===== src/design/dpp_pkg.sv =====
`default_nettype none
package dpp_pkg;

	localparam int COORD_BITS = 12;
	localparam int DEPTH_BITS = 16;
	localparam int MASK_W     = 8;
	localparam int OUT_W      = 24;
	localparam int HALF_W     = 16;
	localparam int CFG_IDX_W  = 3;
	localparam int CFG_DATA_W = 64;

	localparam int UQ_W      = (COORD_BITS + 4 > HALF_W) ? COORD_BITS + 4 : HALF_W;
	localparam int DU_W      = UQ_W + 1;
	localparam int WIN_W     = (DEPTH_BITS > HALF_W) ? DEPTH_BITS : HALF_W;
	localparam int PD_W      = DEPTH_BITS + HALF_W;
	localparam int PX_W      = DU_W + PD_W + 1;
	localparam int CAM_SHIFT = 28;
	localparam int CAM_W     = DU_W + PD_W - CAM_SHIFT + 1;
	localparam int Z_W       = DEPTH_BITS + 1;
	localparam int OP_W      = (CAM_W > Z_W) ? CAM_W : Z_W;
	localparam int PR_W      = OP_W + HALF_W;
	localparam int ROT_SHIFT = 14;
	localparam int ACC_W     = (PR_W + 2 > ROT_SHIFT + OUT_W + 1) ?
		PR_W + 2 : ROT_SHIFT + OUT_W + 1;

	localparam logic [31:0] RST_DEPTH_WINDOW = 32'hA000_0029;
	localparam logic [31:0] RST_PRINCIPAL    = 32'h1443_0DE5;
	localparam logic [31:0] RST_INV_FOCAL    = 32'h7AD6_7AEE;
	localparam logic [63:0] RST_ROW_X        = 64'h4000_0000_0000_0000;
	localparam logic [63:0] RST_ROW_Y        = 64'h0000_4000_0000_0000;
	localparam logic [63:0] RST_ROW_Z        = 64'h0000_0000_4000_0000;

	typedef enum logic [CFG_IDX_W-1:0] {
		REG_DEPTH_WINDOW = 3'd0,
		REG_PRINCIPAL    = 3'd1,
		REG_INV_FOCAL    = 3'd2,
		REG_ROW_X        = 3'd3,
		REG_ROW_Y        = 3'd4,
		REG_ROW_Z        = 3'd5
	} cfg_reg_t;

	typedef struct packed {
		logic [HALF_W-1:0] r0;
		logic [HALF_W-1:0] r1;
		logic [HALF_W-1:0] r2;
		logic [HALF_W-1:0] t;
	} row_t;

	typedef struct packed {
		logic [HALF_W-1:0] dmax;
		logic [HALF_W-1:0] dmin;
		logic [HALF_W-1:0] cx;
		logic [HALF_W-1:0] cy;
		logic [HALF_W-1:0] fx;
		logic [HALF_W-1:0] fy;
		row_t              row_x;
		row_t              row_y;
		row_t              row_z;
	} cfg_t;

	typedef struct packed {
		logic signed [OP_W-1:0] x;
		logic signed [OP_W-1:0] y;
		logic signed [OP_W-1:0] z;
	} cam_t;

endpackage
`default_nettype wire


===== src/design/dpp_if.sv =====
`default_nettype none


interface dpp_cfg_if;
	import dpp_pkg::*;
	logic                  valid;
	logic                  ready;
	logic [CFG_IDX_W-1:0]  index;
	logic [CFG_DATA_W-1:0] data;
	modport source (output valid, index, data, input ready);
	modport sink (input valid, index, data, output ready);
endinterface
`default_nettype wire


===== src/design/dpp_cfg_regs.sv =====
`default_nettype none
module dpp_cfg_regs (
	input  logic          clk,
	input  logic          arst_n,
	dpp_cfg_if.sink       cfg,
	output dpp_pkg::cfg_t csr
);
	import dpp_pkg::*;

	logic [31:0] window_q;
	logic [31:0] principal_q;
	logic [31:0] focal_q;
	logic [63:0] row_x_q;
	logic [63:0] row_y_q;
	logic [63:0] row_z_q;

	assign cfg.ready = 1'b1;

	always_ff @(posedge clk or negedge arst_n) begin
		if (!arst_n) begin
			window_q    <= RST_DEPTH_WINDOW;
			principal_q <= RST_PRINCIPAL;
			focal_q     <= RST_INV_FOCAL;
			row_x_q     <= RST_ROW_X;
			row_y_q     <= RST_ROW_Y;
			row_z_q     <= RST_ROW_Z;
		end else if (cfg.valid) begin
			case (cfg_reg_t'(cfg.index))
				REG_DEPTH_WINDOW: window_q    <= cfg.data[31:0];
				REG_PRINCIPAL:    principal_q <= cfg.data[31:0];
				REG_INV_FOCAL:    focal_q     <= cfg.data[31:0];
				REG_ROW_X:        row_x_q     <= cfg.data;
				REG_ROW_Y:        row_y_q     <= cfg.data;
				REG_ROW_Z:        row_z_q     <= cfg.data;
				default: ;
			endcase
		end
	end

	always_comb begin
		csr.dmax  = window_q[31:16];
		csr.dmin  = window_q[15:0];
		csr.cx    = principal_q[31:16];
		csr.cy    = principal_q[15:0];
		csr.fx    = focal_q[31:16];
		csr.fy    = focal_q[15:0];
		csr.row_x = row_t'(row_x_q);
		csr.row_y = row_t'(row_y_q);
		csr.row_z = row_t'(row_z_q);
	end

endmodule
`default_nettype wire


===== src/flat_wrapper.sv =====
// flat-port wrapper written by rule: the top's interface ports become plain ports
module dpp_cfg_regs_flat import dpp_pkg::*;
  (clk, arst_n, csr, cfg_valid, cfg_index, cfg_data, cfg_ready);
  dpp_cfg_if cfg_i ();
  input  logic clk;
  input  logic arst_n;
  output dpp_pkg::cfg_t csr;
  input wire logic [$bits(cfg_i.valid)-1:0] cfg_valid;
  input wire logic [$bits(cfg_i.index)-1:0] cfg_index;
  input wire logic [$bits(cfg_i.data)-1:0] cfg_data;
  output wire logic [$bits(cfg_i.ready)-1:0] cfg_ready;
  assign cfg_i.valid = cfg_valid;
  assign cfg_i.index = cfg_index;
  assign cfg_i.data = cfg_data;
  assign cfg_ready = cfg_i.ready;
  dpp_cfg_regs u_core (.clk(clk), .arst_n(arst_n), .cfg(cfg_i), .csr(csr));
endmodule

===== config.mk =====
export PLATFORM = sky130hd
export DESIGN_NAME = dpp_cfg_regs_flat
export DESIGN_NICKNAME = d
export VERILOG_FILES = /design/src/design/dpp_pkg.sv /design/src/design/dpp_if.sv /design/src/design/dpp_cfg_regs.sv /design/src/flat_wrapper.sv
export SDC_FILE = /design/constraint.sdc
export NUM_CORES = 1
export LEC_CHECK = 0
export ABC_CLOCK_PERIOD_IN_PS = 800
export BUFFER_PORTS_ARGS = -buffer_cell sky130_fd_sc_hd__buf_2
export CAP_MARGIN = 15
export CORE_AREA = 2 2 160 162
export CTS_CLUSTER_DIAMETER = 80
export DETAILED_ROUTE_END_ITERATION = 8
export DIE_AREA = 0 0 162 164
export PLACE_DENSITY = 0.75
export SETUP_SLACK_MARGIN = 0.5
export SLEW_MARGIN = 20
export SYNTH_ARGS = -nofsm -noshare
export SYNTH_HDL_FRONTEND = slang
export SYNTH_SLANG_ARGS = --single-unit

===== constraint.sdc =====
create_clock -name clk -period 0.8 [get_ports clk]
set_input_delay 0.04 -clock clk [delete_from_list [all_inputs] [get_ports clk]]
set_output_delay 0.04 -clock clk [all_outputs]
set_load 0.005 [all_outputs]

# [Word level (Yosys, flattened, before mapping)]
# Index checks and enable logic that the tools add are counted.
# W data, S select, Z words.
[classes] eq_ne=5 n_reduce_logical=7
[ops] op="$reduce_and A2 Y1" count=6
[ops] op="$eq A3 B2 Y1 const B" count=2
[ops] op="$eq A3 B3 Y1 const B" count=2
[ops] op="$eq A3 B1 Y1 const B" count=1
[ops] op="$logic_not A3 Y1" count=1
[totals] register_bits=288 elab_cells=18 out_inout_bits=289

# [Logic depth before layout (Yosys ltp)]
[logic_depth] depth_word=2 mapped_depth=4 ltp_nobuf=2

# [Worst setup path after synthesis]
# Ideal clock, no wire load.
[synth_timing] kind="input-to-reg" startpoint="in cfg_index[1]" endpoint="reg u_core.principal_q[12]" arrival_time_ns=0.955 setup_slack_ns=-0.280 n_path_buf=2 setup_ns=0.125 required_ns=0.675 stages=4 cell_sequence="nor4bb_1 -> clkbuf_2 -> buf_6 -> mux2_2"
[synth_between] elab_chain_len=2
[synth_lines] element="start: declaration" line_no="flat_wrapper.sv:9" rtl="input wire logic [$bits(cfg_i.index)-1:0] cfg_index;"
[synth_lines] element="$eq A3 B1 Y1" line_no="dpp_cfg_regs.sv:28" rtl="case (cfg_reg_t'(cfg.index))"
[synth_lines] element="$reduce_and A2 Y1 (no line)"
[synth_lines] element="end signal: assignment" line_no="dpp_cfg_regs.sv:30" rtl="REG_PRINCIPAL: principal_q <= cfg.data[31:0];"
[synth_lines] element="end: declaration" line_no="dpp_cfg_regs.sv:11" rtl="logic [31:0] principal_q;"
# No other way between the ends.
# A chain may end at the register's enable or synchronous reset.

# [Worst setup path in the final report]
[layout_timing] startpoint="reg u_core.focal_q[29]" endpoint="out csr[221] (netlist name)"
[layout_rtl] element="start: declaration" line_no="dpp_cfg_regs.sv:12" rtl="logic [31:0] focal_q;"
[layout_rtl] element="start signal: assignment" line_no="dpp_cfg_regs.sv:31" rtl="REG_INV_FOCAL: focal_q <= cfg.data[31:0];"
[layout_rtl] element="end: declaration" line_no="flat_wrapper.sv:7" rtl="output dpp_pkg::cfg_t csr;"
# No word-level cell between the ends.

==> impl_metrics.env <==
export IMPL_status="finished, violations left"
export IMPL_violations="hold timing, setup timing"
export IMPL_critical_path_top_delay_family="flip-flops"
export IMPL_period_share=1.594
export IMPL_area_growth_pct=60.87
export IMPL_gp_congestion=0.7661
export IMPL_drv_slew=0
export IMPL_nNetsFinal=1289
export IMPL_syn_inst=616
export IMPL_vdd_ir_drop_max_mv=2.548
export IMPL_die_h_um=164
export IMPL_reg2reg_depth=3
export IMPL_num_io_pins=359
export IMPL_syn_nets=686
export IMPL_path_clk_slew_ps=70
export IMPL_setup_viol=446
export IMPL_cts_htree_levels=1
export IMPL_hold_viol=576
export IMPL_die_w_um=162
export IMPL_cts_tree="built"
export IMPL_p_sw_w=0.01318
export IMPL_path_max_fanout=2
export IMPL_combPwrFrac=0.305
export IMPL_cts_sink_count=288
export IMPL_clock_power_share=0.285
export IMPL_p_leak_nw=9.183
export IMPL_cts_root_buf="clkbuf_16"
export IMPL_worst_path_buf_inv=1
export IMPL_grtUsageTotal=0.2292
export IMPL_ys_types=15
export IMPL_sequentialPowerShare=0.410
export IMPL_fillers=1420
export IMPL_period_minus_slack_ps=1276
export IMPL_cts_buffers=30
export IMPL_grt_pass1_wl_um=47230
export IMPL_arrival_ps=1240
export IMPL_required_ps=760
export IMPL_drive_gt1_frac=0.7892
export IMPL_grt_max_degree=48
export IMPL_power_density_mw_per_mm2=2762
export IMPL_postSynthAreaPerCell_um2=18.19
export IMPL_initial_core_util=0.4514
export IMPL_dieArea_mm2=0.02657
export IMPL_cpPeakStageDelay_ps=560
export IMPL_overflow=0
export IMPL_use_met3=0.04116
export IMPL_end_kind="output port"
export IMPL_seq_area_frac_synth=0.6481
export IMPL_port_buffers=357
export IMPL_cp_slowest_cell="dfstp_2"
export IMPL_crit_type="register to output port"
export IMPL_r2r_setup_slack_ps=-220
export IMPL_setup_tns_ps=-111870
export IMPL_ant_nets=0
export IMPL_initialDrtViolationCount=451
export IMPL_via_per_inst=5.142
export IMPL_hold_slack_ps=-724.7
export IMPL_antenna_found_initial=1
export IMPL_busiest_layer="met2"
export IMPL_regArea_mm2=0.007259
export IMPL_rsz0062_at_grt="yes"
export IMPL_maxCapViolCount=0
export IMPL_yosys_warnings=0
export IMPL_wl_per_cell_um=24.37
export IMPL_switching_share=0.2649
export IMPL_vias=8093
export IMPL_rr_endpoint="u_core.principal_q[20]$_DFFE_PN0P_"
export IMPL_intPower_w=0.03659
export IMPL_path_cells="buf_2"
export IMPL_drc=0
export IMPL_worst_slack_ps=-475.6
export IMPL_fp_row_count=58
export IMPL_clk_path_buf_depth=3
export IMPL_hold_path_class="primary input to async pin"
export IMPL_synth_seq_cells=288
export IMPL_netlist_area_mm2=0.01120
export IMPL_met2_usage=0.3880
export IMPL_final_cell_mix="buf_2 (318), dfrtp_1 (246), mux2_4 (238)"
export IMPL_multiInputGateArea_mm2=0.004235
export IMPL_use_met1=0.2976
export IMPL_utilization=0.7261
export IMPL_hpwlAfterDp_um=18900
export IMPL_core_area_mm2=0.02482
export IMPL_final_common_cell="buf_2"
export IMPL_clock_latency_ps=560
export IMPL_skew_ps=0
export IMPL_drt_total_wl_um=38360
export IMPL_r2r_start="u_core.principal_q[20]$_DFFE_PN0P_"
export IMPL_fin_cells=1574
export IMPL_cp_start_kind="register"
export IMPL_firstDrtPassIters=4
export IMPL_dp_cells=1310
export IMPL_grt_pass1_vias=7907
export IMPL_fmax_mhz=784.0
synthesized netlist by cell type (all sizes together):
cell type / count / area, µm²
clkbuf: 1 / 5.000
conb: 1 / 3.750
nor4b: 1 / 23.77
and4bb: 2 / 25.02
nor4bb: 1 / 10.01
buf: 32 / 340.3
nand4b: 2 / 17.52
dfrtp: 246 / 6156
dfstp: 42 / 1104
mux2: 288 / 3517
flip-flops by register name, indices dropped and copies added (netlist names):
register            count
u_core.focal_q         32
u_core.principal_q     32
u_core.row_x_q         64
u_core.row_y_q         64
u_core.row_z_q         64
u_core.window_q        32
kinds of logic (layout without fill, tap and decap cells):
logic type	Yosys count	count (layout)	share of synthesized area
AND/OR/NAND/NOR	6	6	0.006813
flip-flops	288	288	0.6481
buffers and inverters	33	660	0.03083
multiplexers	288	288	0.3140
other	1	2	0.0003348
per-stage QoR:
step / worst slack, ps / hold WS, ps / total power (W) / cell area [µm²]
2_1_floorplan: -267.7 / -255.6 / 0.02391 / 11360
3_3_place_gp: -579.2 / -140.9 / 0.02872 / 13750
3_5_place_dp: -605.8 / -143.2 / 0.02906 / 13750
4_1_cts: -464.7 / -739.1 / 0.04572 / 16310
5_1_grt: -498.6 / -736.9 / 0.05168 / 18020
6_report: -475.6 / -724.7 / 0.04977 / 18020
metal layers:
metal | vias to the layer above | routed length [µm]
met5 | - | 0
met3 | 108 | 2171
met2 | 369 | 19400
met1 | 4216 | 15060
met4 | 0 | 1728
li1 | 3400 | -
worst max path at each step:
stage	endpoint	depth (start not counted)	start	slack, ps
4_1_cts	csr[217]	1	u_core.focal_q[25]$_DFFE_PN1P_	-460
5_1_grt	csr[221]	1	u_core.focal_q[29]$_DFFE_PN1P_	-500
2_1_floorplan	u_core.window_q[10]$_DFFE_PN0P_	3	cfg_index[0]	-270
3_5_place_dp	u_core.row_y_q[39]$_DFFE_PN0P_	4	cfg_index[1]	-610
6_report	csr[221]	1	u_core.focal_q[29]$_DFFE_PN1P_	-480
3_3_place_gp	u_core.row_y_q[34]$_DFFE_PN0P_	4	cfg_index[1]	-580
layout make-up:
cell class              count  share of cell area
flip-flops and latches    288              0.4028
repair buffers            604              0.2838
clock buffers              51             0.05048
clock inverters             5            0.004791
well taps                 330             0.02291
diodes                      1           0.0001389
multi-input cells         295              0.2350
what timing repair did:
action	in CTS	in global routing
gates resized for setup	138	215
gates cloned	8	8
setup buffers	95	96
hold endpoints to repair	576	576
pin swaps	3	3
endpoints found under the setup margin	576	576
power by group through the flow:
stage | Clock (W) | Sequential (W) | Combinational [W]
detailed placement | 0 | 0.0200 | 0.00906
CTS | 0.0142 | 0.0199 | 0.0116
floorplan | 0 | 0.0202 | 0.00372
global route | 0.0150 | 0.0207 | 0.0160
global placement | 0 | 0.0199 | 0.00882
finish | 0.0142 | 0.0204 | 0.0152
(Power assumes the default switching activity.)
