**src/design/dpp_pkg.sv**
```systemverilog
`default_nettype none
package dpp_pkg;

	localparam int COORD_BITS = 12;
	localparam int DEPTH_BITS = 16;
	localparam int MASK_W     = 8;
	localparam int OUT_W      = 24;
	localparam int HALF_W     = 16;
	localparam int CFG_IDX_W  = 3;
	localparam int CFG_DATA_W = 64;

	localparam int UQ_W      = (COORD_BITS + 4 > HALF_W) ? COORD_BITS + 4 : HALF_W;
	localparam int DU_W      = UQ_W + 1;
	localparam int WIN_W     = (DEPTH_BITS > HALF_W) ? DEPTH_BITS : HALF_W;
	localparam int PD_W      = DEPTH_BITS + HALF_W;
	localparam int PX_W      = DU_W + PD_W + 1;
	localparam int CAM_SHIFT = 28;
	localparam int CAM_W     = DU_W + PD_W - CAM_SHIFT + 1;
	localparam int Z_W       = DEPTH_BITS + 1;
	localparam int OP_W      = (CAM_W > Z_W) ? CAM_W : Z_W;
	localparam int PR_W      = OP_W + HALF_W;
	localparam int ROT_SHIFT = 14;
	localparam int ACC_W     = (PR_W + 2 > ROT_SHIFT + OUT_W + 1) ?
		PR_W + 2 : ROT_SHIFT + OUT_W + 1;

	localparam logic [31:0] RST_DEPTH_WINDOW = 32'hA000_0029;
	localparam logic [31:0] RST_PRINCIPAL    = 32'h1443_0DE5;
	localparam logic [31:0] RST_INV_FOCAL    = 32'h7AD6_7AEE;
	localparam logic [63:0] RST_ROW_X        = 64'h4000_0000_0000_0000;
	localparam logic [63:0] RST_ROW_Y        = 64'h0000_4000_0000_0000;
	localparam logic [63:0] RST_ROW_Z        = 64'h0000_0000_4000_0000;

	typedef enum logic [CFG_IDX_W-1:0] {
		REG_DEPTH_WINDOW = 3'd0,
		REG_PRINCIPAL    = 3'd1,
		REG_INV_FOCAL    = 3'd2,
		REG_ROW_X        = 3'd3,
		REG_ROW_Y        = 3'd4,
		REG_ROW_Z        = 3'd5
	} cfg_reg_t;

	typedef struct packed {
		logic [HALF_W-1:0] r0;
		logic [HALF_W-1:0] r1;
		logic [HALF_W-1:0] r2;
		logic [HALF_W-1:0] t;
	} row_t;

	typedef struct packed {
		logic [HALF_W-1:0] dmax;
		logic [HALF_W-1:0] dmin;
		logic [HALF_W-1:0] cx;
		logic [HALF_W-1:0] cy;
		logic [HALF_W-1:0] fx;
		logic [HALF_W-1:0] fy;
		row_t              row_x;
		row_t              row_y;
		row_t              row_z;
	} cfg_t;

	typedef struct packed {
		logic signed [OP_W-1:0] x;
		logic signed [OP_W-1:0] y;
		logic signed [OP_W-1:0] z;
	} cam_t;

endpackage
`default_nettype wire

```
**src/design/dpp_if.sv**
```systemverilog
`default_nettype none
interface dpp_pixel_if;
	import dpp_pkg::*;
	logic                  valid;
	logic                  ready;
	logic [DEPTH_BITS-1:0] depth;
	logic [MASK_W-1:0]     mask;
	logic [COORD_BITS-1:0] column;
	logic [COORD_BITS-1:0] row;
	modport source (output valid, depth, mask, column, row, input ready);
	modport sink (input valid, depth, mask, column, row, output ready);
endinterface

`default_nettype wire

```
**src/design/dpp_project.sv**
```systemverilog
`default_nettype none
module dpp_project (
	input  logic          clk,
	input  logic          arst_n,
	dpp_pixel_if.sink     pixel,
	input  dpp_pkg::cfg_t csr,
	output logic          cam_valid,
	input  logic          cam_ready,
	output dpp_pkg::cam_t cam
);
	import dpp_pkg::*;

	localparam logic [PX_W-1:0] CAM_HALF = PX_W'(1) << (CAM_SHIFT - 1);

	logic                  en1, en2, en3, en4;
	logic                  keep;
	logic [WIN_W-1:0]      d_w, dmin_w, dmax_w;
	logic [UQ_W-1:0]       u_q, v_q;
	logic signed [DU_W-1:0] du0, dv0;

	logic                   v_s1, v_s2, v_s3, v_s4;
	logic [DEPTH_BITS-1:0]  d_s1, d_s2, d_s3;
	logic signed [DU_W-1:0] du_s1, dv_s1, du_s2, dv_s2;
	logic [PD_W-1:0]        pdx_s2, pdy_s2;
	logic signed [PX_W-1:0] px_s3, py_s3;
	logic [PX_W-1:0]        rx, ry;
	cam_t                   cam_s4;

	assign en4 = !v_s4 || cam_ready;
	assign en3 = !v_s3 || en4;
	assign en2 = !v_s2 || en3;
	assign en1 = !v_s1 || en2;
	assign pixel.ready = en1;

	// pixel filter and offset from the optical centre (Q.4 pixels)
	always_comb begin
		d_w    = WIN_W'(pixel.depth);
		dmin_w = WIN_W'(csr.dmin);
		dmax_w = WIN_W'(csr.dmax);
		keep   = (pixel.mask != '0) && (d_w >= dmin_w) && (d_w <= dmax_w);
		u_q    = UQ_W'({pixel.column, 4'b0000});
		v_q    = UQ_W'({pixel.row, 4'b0000});
		du0    = $signed({1'b0, u_q}) - $signed({1'b0, UQ_W'(csr.cx)});
		dv0    = $signed({1'b0, v_q}) - $signed({1'b0, UQ_W'(csr.cy)});
	end

	// round half away from zero
	always_comb begin
		rx = px_s3 + CAM_HALF - {{(PX_W-1){1'b0}}, px_s3[PX_W-1]};
		ry = py_s3 + CAM_HALF - {{(PX_W-1){1'b0}}, py_s3[PX_W-1]};
	end

	always_ff @(posedge clk or negedge arst_n) begin
		if (!arst_n) begin
			v_s1 <= 1'b0;
			v_s2 <= 1'b0;
			v_s3 <= 1'b0;
			v_s4 <= 1'b0;
		end else begin
			if (en1) v_s1 <= pixel.valid && keep;
			if (en2) v_s2 <= v_s1;
			if (en3) v_s3 <= v_s2;
			if (en4) v_s4 <= v_s3;
		end
	end

	always_ff @(posedge clk) begin
		if (en1) begin
			d_s1  <= pixel.depth;
			du_s1 <= du0;
			dv_s1 <= dv0;
		end
		if (en2) begin
			d_s2   <= d_s1;
			du_s2  <= du_s1;
			dv_s2  <= dv_s1;
			pdx_s2 <= d_s1 * csr.fx;
			pdy_s2 <= d_s1 * csr.fy;
		end
		if (en3) begin
			d_s3  <= d_s2;
			px_s3 <= du_s2 * $signed({1'b0, pdx_s2});
			py_s3 <= dv_s2 * $signed({1'b0, pdy_s2});
		end
		if (en4) begin
			cam_s4.x <= OP_W'($signed(rx[CAM_SHIFT +: CAM_W]));
			cam_s4.y <= OP_W'($signed(ry[CAM_SHIFT +: CAM_W]));
			cam_s4.z <= OP_W'($signed({1'b0, d_s3}));
		end
	end

	assign cam_valid = v_s4;
	assign cam       = cam_s4;

endmodule
`default_nettype wire

```
**src/flat_wrapper.sv**
```systemverilog
// flat-port wrapper written by rule: the top's interface ports become plain ports
module dpp_project_flat import dpp_pkg::*;
  (clk, arst_n, csr, cam_valid, cam_ready, cam, pixel_valid, pixel_depth, pixel_mask, pixel_column, pixel_row, pixel_ready);
  dpp_pixel_if pixel_i ();
  input  logic clk;
  input  logic arst_n;
  input  dpp_pkg::cfg_t csr;
  output logic cam_valid;
  input  logic cam_ready;
  output dpp_pkg::cam_t cam;
  input wire logic [$bits(pixel_i.valid)-1:0] pixel_valid;
  input wire logic [$bits(pixel_i.depth)-1:0] pixel_depth;
  input wire logic [$bits(pixel_i.mask)-1:0] pixel_mask;
  input wire logic [$bits(pixel_i.column)-1:0] pixel_column;
  input wire logic [$bits(pixel_i.row)-1:0] pixel_row;
  output wire logic [$bits(pixel_i.ready)-1:0] pixel_ready;
  assign pixel_i.valid = pixel_valid;
  assign pixel_i.depth = pixel_depth;
  assign pixel_i.mask = pixel_mask;
  assign pixel_i.column = pixel_column;
  assign pixel_i.row = pixel_row;
  assign pixel_ready = pixel_i.ready;
  dpp_project u_core (.clk(clk), .arst_n(arst_n), .pixel(pixel_i), .csr(csr), .cam_valid(cam_valid), .cam_ready(cam_ready), .cam(cam));
endmodule
```
**config.mk**
```make
export PLATFORM = sky130hd
export DESIGN_NAME = dpp_project_flat
export DESIGN_NICKNAME = d
export VERILOG_FILES = /design/src/design/dpp_pkg.sv /design/src/design/dpp_if.sv /design/src/design/dpp_project.sv /design/src/flat_wrapper.sv
export SDC_FILE = /design/constraint.sdc
export NUM_CORES = 2
export LEC_CHECK = 0
export ABC_AREA = 1
export BUFFER_PORTS_ARGS = -buffer_cell sky130_fd_sc_hd__buf_2
export CAP_MARGIN = 20
export CORE_MARGIN = 2
export CORE_UTILIZATION = 45
export DETAILED_ROUTE_END_ITERATION = 8
export GPL_TIMING_DRIVEN = 0
export PLACE_DENSITY = 0.64
export SYNTH_ARGS = -nofsm -noshare
export SYNTH_HDL_FRONTEND = slang
export SYNTH_SLANG_ARGS = --single-unit
```
**constraint.sdc**
```tcl
create_clock -name clk -period 8.1 [get_ports clk]
set_input_delay 0.81 -clock clk [delete_from_list [all_inputs] [get_ports clk]]
set_output_delay 0.81 -clock clk [all_outputs]
set_load 0.02 [all_outputs]
```
Word level (Yosys, flattened, before mapping)
Index checks and enable logic that the tools add are counted.
{"block": "totals", "output_inout_bits": 68, "ff_bits": 344, "input_bits": 340}
{"block": "op_classes", "addsub": 6, "n_reduce_logical": 12, "n_mul": 4, "magnitude_cmp": 2}
{"op": "adder 50 x 28 -> 50 bit, second input constant", "n": 2}
{"op": "multiplier 17 x 33 -> 50 bit", "n": 2}
{"op": "subtractor 50 x 1 -> 50 bit", "n": 2}
{"op": "multiplier 16 x 16 -> 32 bit", "n": 2}
{"op": "subtractor 16 x 16 -> 17 bit", "n": 2}
{"op": ">= comparator 16 bit", "n": 1}
{"op": "less-or-equal comparator 16 bit", "n": 1}
{"op": "nonzero test 8 bit", "n": 1}
{"op": "zero test 1 bit", "n": 4}
{"op": "logical OR 1 bit", "n": 4}
{"op": "logical AND 1 bit", "n": 3}

Logic depth before layout (Yosys ltp)
{"block": "depth", "ltp_word": 5, "depth_mapped": 29, "ltp_nobuf": 27}

Least setup slack after synthesis
No wires, ideal clock.
{"block": "synth_timing", "path_kind": "input to register", "from": "input cam_ready", "to": "register u_core.d_s2[0], enable pin", "setup_time_ps": 467, "path_buffers": 0, "setup_slack_ps": 660, "t_required_ps": 7633, "t_arrival_ps": 6973, "cell_stages": 6, "cell_sequence": "nor2_1 > inv_1 > nor2_1 > inv_1 > nor2_1 > inv_1"}
{"block": "synth_between", "elab_chain_cells": 3}
{"element": "from (decl)", "line_no": "flat_wrapper.sv:9", "rtl": "input logic cam_ready;"}
{"element": "logical OR 1 bit", "line_no": "dpp_project.sv:29", "rtl": "assign en4 = !v_s4 || cam_ready;"}
{"element": "via u_core.en4", "line_no": "dpp_project.sv:15", "rtl": "logic en1, en2, en3, en4;"}
{"element": "logical OR 1 bit", "line_no": "dpp_project.sv:30", "rtl": "assign en3 = !v_s3 || en4;"}
{"element": "via u_core.en3", "line_no": "dpp_project.sv:15"}
{"element": "logical OR 1 bit", "line_no": "dpp_project.sv:31", "rtl": "assign en2 = !v_s2 || en3;"}
{"element": "via u_core.en2", "line_no": "dpp_project.sv:15"}
{"element": "to (signal assigned)", "line_no": "dpp_project.sv:74", "rtl": "d_s2 <= d_s1;"}
{"element": "to (decl)", "line_no": "dpp_project.sv:22", "rtl": "logic [DEPTH_BITS-1:0] d_s1, d_s2, d_s3;"}
The timed path passes the listed nets, and every way through them passes these cells.
A chain may end at the register's enable or synchronous reset.

Worst setup path after layout
{"block": "layout_timing", "from": "register u_core.dv_s2[16]", "to": "register u_core.py_s3[47], data pin"}
{"block": "layout_between", "elab_chain_cells": 1}
{"element": "from (decl)", "line_no": "dpp_project.sv:23", "rtl": "logic signed [DU_W-1:0] du_s1, dv_s1, du_s2, dv_s2;"}
{"element": "from (signal assigned)", "line_no": "dpp_project.sv:76", "rtl": "dv_s2 <= dv_s1;"}
{"element": "multiplier 17 x 33 -> 50 bit", "line_no": "dpp_project.sv:83", "rtl": "py_s3 <= dv_s2 * $signed({1'b0, pdy_s2});"}
{"element": "to (signal assigned)", "line_no": "dpp_project.sv:83"}
{"element": "to (decl)", "line_no": "dpp_project.sv:25", "rtl": "logic signed [PX_W-1:0] px_s3, py_s3;"}
No other way between the ends.

==> metrics <==
run status completed; CTS root buffer clkbuf_16; CP cell instances inv_1 > clkbuf_1 > nor2_1 > fa_1 > inv_1 > fa_1 > fa_1 > fa_1 > inv_1 > fa_1 > inv_1 > fa_1 > inv_1 > ha_1 > nand2_1 > nor2_1 > nand2_1 > inv_1 > nand3_1 > nor3_1 > nand2_1 > nand4_1 > nand2_1; CP Class reg2reg; Die Span Y approximately 400 microns; GRT Resource Usage Total 28.1%; ys flop type edfxtp_1; most frequent cells after synthesis inv_1 (2747), nand2_1 (2692), fa_1 (1286); CTS tree yes; Worst slew margin 24.1%; Fmax 142 MHz; Wirelength per Cell 19.0 microns; ys async rst share 1.16%; Core Rows 149; initial antenna violation count 14; Area growth, synth to finish 7.03%; CP max FO 10; CTS sink cnt 344; Clk Latency, worst-skew pair 0.67 ns; HP Class in2reg; Syn Inst Count 9704; ranking of synthesized cells by area fa_1 (34%), inv_1 (14%), edfxtp_1 (14%); cell area after synthesis 74800 sq um; flops & latches, synth 344; crit start category flop; Setup Viol. Count Final 0; Worst Path Buf+Inv 7; PostCTS Resize Cnt 0; Bufs on Longest Clock Path 3; Setup Skew about 0.051 ns; core area 165000 sq um; Final WS setup 1.06 ns; H-tree depth 2; io pins 408; Period minus WS final a little over 7 ns; gpl congestion roughly 1; fin crit share 86.9%; largest net degree at the start of global routing 100; Clk pin slew, worst setup/hold paths 0.06 ns; dpl hpwl between 150000 and 200000 microns; multi-input combinational cell area 52800 sq um; router iterations before antenna repair 5; Slowest cell on crit path clkbuf_1; Synth top area share 34.4%; first-pass GRT wire length ~360000 microns; via count 61700; number of global-route vias before repair 64500; count of cell types in the netlist 42; Syn Area/Cell 7.70 sq um; drt via density between 5 and 6; cts hold-fix bufs 1; Tightest Pin Transition 1.14 ns; EDFF count, synth 340; Max-Cap Viols 0; # Post-CTS Setup Buffers 0; DR DRC count 0; layout cells sized above 1 under 10%; CP peak stage delay around 0.73 ns; max-slew violation count 0; Setup crit end kind flop; port buffer count 177; Synth Warn # 0; sequential area share after synthesis about 14%; final WL 232000 microns; CP delay by family, top adder cells; Final Hold Fails 0; Synth area leader fa_1; most used standard cell by instance count after synthesis inv_1; crit path DAT 7.39 ns; Total Nets Final 12200; GRT overflow 0; die width 412 microns; die area 169000 sq um; RSZ-0062 raised after global routing no; sequential cell area about 10000 sq um; pre-CTS setup slack 1.16 ns; Initial Util 45.3%; CP required 8.46 ns; CTS buffer count 45; Initial DRC Count 5034; DRT antenna net count 0; # fillers 16400
==> area by class of cell <==
type / count / area share (%)
Antenna cell: 6 / 0.0188
Buffer: 348 / 1.66
Clock buffer: 49 / 1.43
Clock inverter: 34 / 0.416
Inverter: 2748 / 12.9
Multi-Input combinational cell: 6269 / 66.0
Sequential cell: 344 / 12.9
Tap cell: 2189 / 3.42
Timing Repair Buffer: 182 / 1.24
==> per-layer routing <==
metal  GRT usage (%)  part of all wire, %  vias up
met5           0.311                0.028        -
met4            9.22                  3.8       12
met3            5.29                  9.0      413
met2            45.2                   45     2276
met1            38.1                   42    30300
li1                -                    -    28700
==> layout by cell type, fill, tap and decap left out, types with 10 or more instances in the layout <==
master	instances
xnor2_1	30
o21bai_1	28
a21oi_1	343
inv_1	2744
buf_2	177
nand3_1	185
ha_1	678
xor2_1	118
a21o_1	13
nor2_1	468
fa_1	1286
o21a_1	20
nand3b_1	12
nor2_2	12
nor3_1	51
nand2_1	2691
a31oi_1	10
o21ai_0	175
clkbuf_1	346
or2_2	19
nand4_1	71
clkbuf_16	45
edfxtp_1	340
==> worst paths after layout <==
| path | cells after the start | endpoint | startpoint | slack (ns) |
|---|---|---|---|---|
| worst max-delay path | 23 | u_core.py_s3[47] | u_core.dv_s2[16] | 1.06 |
| worst min-delay path | 1 | u_core.d_s1[0] | pixel_depth[0] | 0.36 |
| worst max register to register | 23 | u_core.py_s3[47] | u_core.dv_s2[16] | 1.06 |
| worst min register to register | 0 | u_core.cam[3] | u_core.d_s3[3] | 0.41 |
| max in group asynchronous | 2 | u_core.v_s1 | arst_n | 7.45 |
| min in group asynchronous | 2 | u_core.cam_valid | arst_n | 0.52 |
==> per-stage QoR <==
| step | hold WS, ns | area, sq um | TNS (ns) | instances | util [%] |
|---|---|---|---|---|---|
| finish | 0.356 | 80000 | 0 | 12200 | 48.5 |
| global placement | 0.401 | 78400 | -397.90 | 12100 | 47.5 |
| CTS | 0.314 | 80000 | 0 | 12200 | 48.5 |
| detailed placement | 0.405 | 78500 | 0 | 12100 | 47.6 |
| global route | 0.345 | 80000 | 0 | 12200 | 48.5 |
| floorplan | 0.400 | 74800 | 0 | 9709 | - |
==> sequential cells by signal (all words and copies together) (netlist names) <==
signal	cells
u_core.cam	60
u_core.cam_valid	1
u_core.d_s1	16
u_core.d_s2	16
u_core.d_s3	16
u_core.du_s1	17
u_core.du_s2	17
u_core.dv_s1	17
u_core.dv_s2	17
u_core.pdx_s2	32
u_core.pdy_s2	32
u_core.px_s3	50
u_core.py_s3	50
u_core.v_s1	1
u_core.v_s2	1
u_core.v_s3	1
==> logic make-up after synthesis <==
family / Yosys count / share of synthesized area [%]
DFF: 344 / 13.8
xor gates and xnor gates: 148 / 1.73
AOI/OAI and AO/OA: 613 / 4.41
other: 1 / 0.00502
and+or+nand+nor: 3538 / 18.7
buffers and inverters: 3096 / 15.6
adders and majority gates: 1964 / 45.8
Power is left out: the tool's default activity adds up to more than one toggle a clock period on the data nets, which glitch-free logic cannot reach.
